==> src/hw/rtl/tspa_sqrt.sv <==
// ----------------------------------------------------------------------------
// tspa_sqrt
// Pipelined floor square root over N lanes, one result bit per stage.
// ----------------------------------------------------------------------------
module tspa_sqrt #(
  parameter int W = 34,
  parameter int N = 1
) (
  input  logic                 clk,
  input  logic                 rst,
  input  logic                 en,
  input  logic                 in_valid,
  input  logic [W-1:0]         in_rad [N],
  output logic                 out_valid,
  output logic [W/2-1:0]       out_root [N]
);

  localparam int R = W / 2;

  logic           vld_q  [R];
  logic [R+1:0]   rem_q  [R][N];
  logic [R-1:0]   root_q [R][N];
  logic [W-1:0]   rad_q  [R][N];

  for (genvar k = 0; k < R; k++) begin : g_stage
    logic         src_vld;
    logic [R+1:0] src_rem  [N];
    logic [R-1:0] src_root [N];
    logic [W-1:0] src_rad  [N];

    // Select the stage source: the ports for the first stage, else the previous stage
    if (k == 0) begin : g_first
      assign src_vld = in_valid;
      always_comb begin
        for (int i = 0; i < N; i++) begin
          src_rem[i]  = '0;
          src_root[i] = '0;
          src_rad[i]  = in_rad[i];
        end
      end
    end else begin : g_next
      assign src_vld = vld_q[k-1];
      always_comb begin
        for (int i = 0; i < N; i++) begin
          src_rem[i]  = rem_q[k-1][i];
          src_root[i] = root_q[k-1][i];
          src_rad[i]  = rad_q[k-1][i];
        end
      end
    end

    for (genvar l = 0; l < N; l++) begin : g_lane
      logic [R+3:0] acc;
      logic [R+3:0] trial;
      logic [R+3:0] diff;
      logic         ge;

      // Bring down two radicand bits and try the next root bit
      assign acc   = {src_rem[l], src_rad[l][W-1 -: 2]};
      assign trial = {2'b00, src_root[l], 2'b01};
      assign diff  = acc - trial;
      assign ge    = (acc >= trial);

      always_ff @(posedge clk) begin
        if (en) begin
          rem_q[k][l]  <= ge ? diff[R+1:0] : acc[R+1:0];
          root_q[k][l] <= {src_root[l][R-2:0], ge};
          rad_q[k][l]  <= src_rad[l] << 2;
        end
      end
    end

    // Advance the valid bit with the data
    always_ff @(posedge clk) begin
      if (rst) begin
        vld_q[k] <= 1'b0;
      end else if (en) begin
        vld_q[k] <= src_vld;
      end
    end
  end

  assign out_valid = vld_q[R-1];
  always_comb begin
    for (int i = 0; i < N; i++) begin
      out_root[i] = root_q[R-1][i];
    end
  end

endmodule

==> config.mk <==
export PLATFORM = sky130hd
export DESIGN_NAME = tspa_sqrt
export DESIGN_NICKNAME = d
export VERILOG_FILES = /design/src/hw/rtl/tspa_sqrt.sv
export SDC_FILE = /design/constraint.sdc
export NUM_CORES = 1
export LEC_CHECK = 0
export ABC_AREA = 1
export CAP_MARGIN = 20
export CORE_UTILIZATION = 60
export CTS_CLUSTER_DIAMETER = 50
export CTS_CLUSTER_SIZE = 12
export DETAILED_ROUTE_END_ITERATION = 8
export DONT_BUFFER_PORTS = 1
export PLACE_DENSITY = 0.74
export SLEW_MARGIN = 20
export SYNTH_ARGS = -nofsm -noshare
export SYNTH_HDL_FRONTEND = slang
export SYNTH_SLANG_ARGS = --single-unit
==> constraint.sdc <==
create_clock -name clk -period 2.17 [get_ports clk]
set_input_delay 0.434 -clock clk [delete_from_list [all_inputs] [get_ports clk]]
set_output_delay 0.434 -clock clk [all_outputs]
set_load 0.1 [all_outputs]
* Yosys cells after proc, flatten, opt, wreduce, memory -nomap -nowiden
Memories as Yosys holds them, arrays and structs flattened. Cells that the tools add are included.
Storage, ports and cells: memories 4, register bits after elaboration 0, input port bits 38, bits in writable memories 1173, logic and storage cells 95, output and inout bits 18
Memories:
- rad_q | words 17, bits a word 32, read ports 16, clocked after Yosys merged registers in 0, write ports 17, line 23 | logic [W-1:0] rad_q [R][N];
- rem_q | words 17, bits a word 19, read ports 16, clocked after Yosys merged registers in 0, write ports 17, line 21 | logic [R+1:0] rem_q [R][N];
- root_q | words 17, bits a word 17, read ports 17, clocked after Yosys merged registers in 0, write ports 17, line 22 | logic [R-1:0] root_q [R][N];
- vld_q | words 17, bits a word 1, read ports 17, clocked after Yosys merged registers in 0, write ports 17, line 20 | logic vld_q [R];
Operators by class: add/subtract/negate cells 17, muxes and demuxes 40, order comparisons 17, bitwise logic cells 17
Operators with widths (number):
- 21-bit by 19-bit >= comparator with 1-bit output | 16
- 19-bit 2-to-1 mux | 17
- 19-bit subtractor | 16
- 1-bit 2-to-1 mux | 23
- 1-bit bitwise OR | 17
- 2-bit by 1-bit subtractor with 3-bit output (second input constant) | 1
- 2-bit by 1-bit >= comparator with 1-bit output (second input constant) | 1

* Logic depth before layout (Yosys ltp)
word-level depth 4, gate-level depth with buffers 14, gate-level depth less buffers 14

* Worst setup path before layout
OpenSTA, ideal clock, no wires.
kind register to register, from mem rem_q[0][0] (netlist bit), to mem rem_q[0][36] (netlist bit), data pin, cell stages (with the launch flop) 9, arrival time 1709 ps, buffers on the path 1, data required time 1901 ps, path slack 192 ps, period minus slack after synthesis 1978 ps, library setup time 269 ps, cells stage by stage edfxtp_1 > ha_1 > a21oi_1 > nand2_1 > inv_1 > ha_1 > and2_1 > clkbuf_1 > o21ai_0
RTL lines (line):
- start: declaration | 21

==> impl_metrics.json <==
{
  "status": "finished, violations left",
  "violations": "slew limit",
  "grt_max_degree": 691,
  "cp.required_ns": 2.55,
  "grt_remaining_overflow": 0,
  "holdPathEnd": "rad_q[0][45]",
  "synth.net_count": 4300,
  "p_total_uw": 40310,
  "max_slew_margin": -0.5600,
  "avgSynthCellArea_sq_um": 9.418,
  "synth_ff_type": "edfxtp_1",
  "grt_pass1_vias": 26820,
  "yosysSeqAreaShare": 0.5643,
  "cts_max_path_buffers": 3,
  "htreeDepth": 3,
  "place.gp.congestion": 0.9242,
  "fin_crit_sh": 0.9904,
  "clk_latency_ns": 0.65,
  "use_met1": 0.3296,
  "drc": 0,
  "tritoncts": "done",
  "die_y_um": 255.4,
  "vias_per_cell": 5.296,
  "die_area_sq_um": 65230,
  "r2r_start": "rem_q[0][234]",
  "min_from": "en",
  "fmax_mhz": 465.3,
  "maxSlewViolCount": 512,
  "dp_cells": 5061,
  "drive_gt1_frac": 0.1619,
  "clk_pin_slew_ns": 0.06,
  "pin_count": 56,
  "startpoint_type": "register",
  "rr_endpoint": "rem_q[0][255]",
  "final_hold_viol_count": 0,
  "combPwrFrac": 0.196,
  "initial_core_util": 0.6086,
  "irDropWorstVdd_mv": 0.7644,
  "hp-class": "in2reg",
  "hpwl_um": 59620,
  "die_x_um": 255.4,
  "fin_cells": 5293,
  "core_sq_um": 63310,
  "postRouteWirelength_um": 87060,
  "gr-max-usage-layer": "met2",
  "synth-seq-cells": 724,
  "crit_arrival_ns": 2.53,
  "postSynthCellCount": 4091,
  "synth_top_area_cell": "edfxtp_1",
  "yosysMostFrequentCell": "nand2_1",
  "via_count": 28030,
  "p_clk_frac": 0.352,
  "wl_per_cell_um": 16.45,
  "first_pass_iters": 6,
  "cts.sinks": 724,
  "worstSetupStartpoint": "rem_q[0][234]",
  "mappedNetlistArea_sq_um": 38530,
  "cp_max_fo": 10,
  "p_leak_uw": 0.02007,
  "min_period_ns": 2.149,
  "antenna_found_initial": 1,
  "power.switching_uw": 11530,
  "powerDensity_nw_per_um2": 886.6,
  "synth_commonest_cells": "nand2_1, edfxtp_1, inv_1",
  "synth-edff-count": 724,
  "rsz0062_at_grt": "true",
  "seq_power_share": 0.452,
  "switching_share": 0.2860,
  "initialDrtViolationCount": 2543,
  "internal_power_uw": 28780,
  "final_nets": 4610,
  "rows": 92,
  "synth.top_cell.area_share": 0.5643,
  "finClkSkew_ns": 0.02813,
  "cts_made_buffers": 87,
  "hold_depth": 0,
  "cts_root_buffer": "clkbuf_16",
  "ff2ff_setup_slack_ns": 0.02,
  "ys_top_cells_by_area": "edfxtp_1, nand2_1, inv_1, ha_1, nor2_1",
  "track_usage": 0.2562,
  "path_class": "reg2reg",
  "worst_pin_slew_ns": 2.340,
  "synth_async_sr_flop_share": 0,
  "grt_pass1_wl_um": 134000,
  "synth.distinct_cells": 50,
  "use_met2": 0.4426,
  "antennaDiodeCount": 0,
  "n_fill_cell": 4575,
  "ant_nets": 0,
  "portBuffers": 0,
  "r2r_cells": 12,
  "drv_cap": 0,
  "setup_viol_count_final": 0,
  "use_met3": 0.03502,
  "area_growth_pct": 18.00,
  "endpoint_kind": "register",
  "synth_warnings": 0
}
[per-layer routing]
metal / wire, um / share of wire
met5: 4 / 0.000046
met3: 4005 / 0.046
met4: 2922 / 0.034
met2: 43000 / 0.49
met1: 37120 / 0.43
[cell type report]
cell class                 count  area (sq um)  share of cell area
inverter                     666          2507             0.05515
tap                          846          1059             0.02328
sequential                   724         21740              0.4782
clock buffer                  91          2192             0.04822
multi-input combinational   2673         15140              0.3331
clock inverter                44         590.6             0.01299
timing repair buffer         249          2231             0.04907
[through the flow]
step	setup WS [ns]	instance area (sq um)	hold WS [ns]	TNS, ns	util
after floorplan	0.1923	38530	0.4003	0	-
after global placement	-0.08317	40600	0.4005	-0.6560	0.6412
after detailed placement	-0.06402	40600	0.4045	-0.1972	0.6412
after CTS	-0.01227	43860	-0.04482	-0.01227	0.6927
after global routing	-0.08478	45460	0.1316	-1.267	0.7181
final	0.02084	45460	0.2844	0	0.7181
[layout by cell type, fill, tap and decap left out, types with 36 or more instances in the layout]
master	instances
nand2_1	1231
edfxtp_1	724
inv_1	626
nor2_1	333
nand3_1	223
buf_4	188
a21oi_1	103
ha_1	96
clkbuf_16	90
xor2_1	88
nand2_2	81
o21ai_0	66
ha_4	64
a21oi_2	53
nand4_1	40
dlygate4sd3_1	38
nor2_2	37
nand3b_1	37
inv_2	36
xnor2_1	36
[state kept, by name (all words and copies together), names as in the netlist]
| signal | count |
|---|---|
| vld_q | 17 |
| root_q | 153 |
| rad_q | 272 |
| rem_q | 282 |
[power by group through the flow]
stage	Clock, uW	Sequential (uW)	Combinational (uW)
3_3_place_gp	0	18300	6910
4_1_cts	14400	18100	7160
5_1_grt	15000	18300	8810
3_5_place_dp	0	18300	6980
2_1_floorplan	0	18000	5100
6_report	14200	18200	7900
[how the worst max path moves through the flow]
stage / to / slack, ns
2_1_floorplan: rem_q[0][36] / 0.19
3_3_place_gp: rem_q[0][186] / -0.08
3_5_place_dp: rem_q[0][248] / -0.06
4_1_cts: rem_q[0][248] / -0.01
5_1_grt: rem_q[0][248] / -0.08
6_report: rem_q[0][255] / 0.02
[cells by family after synthesis]
group / synth area share
flops: 0.5643
other cells: 0.00009733
xor+xnor: 0.02819
simple gates: 0.2329
compound gates: 0.04611
fa+ha+maj: 0.05553
buf+inv: 0.07287
[critical path: stages, from the launching register on]
cell       delay (ns)
edfxtp_1         0.44
ha_4             0.29
nand2_1          0.06
nand2_1          0.09
inv_1            0.07
nand2_1          0.12
a21oi_2          0.26
nand2_4          0.10
nand2_2          0.08
nand2_4          0.08
clkbuf_16        0.18
nand2_1          0.06
nand2_1          0.07
[what timing repair did]
action                     4_1_cts  5_1_grt
hold buffers                    37        2
buffers inserted                 1       51
gates cloned                     0        6
setup endpoints to repair       24      254
resized for setup               13      189
pin swaps                        1       43
hold endpoints to repair        56        1
No activity file was read; power rests on OpenSTA's default activity.
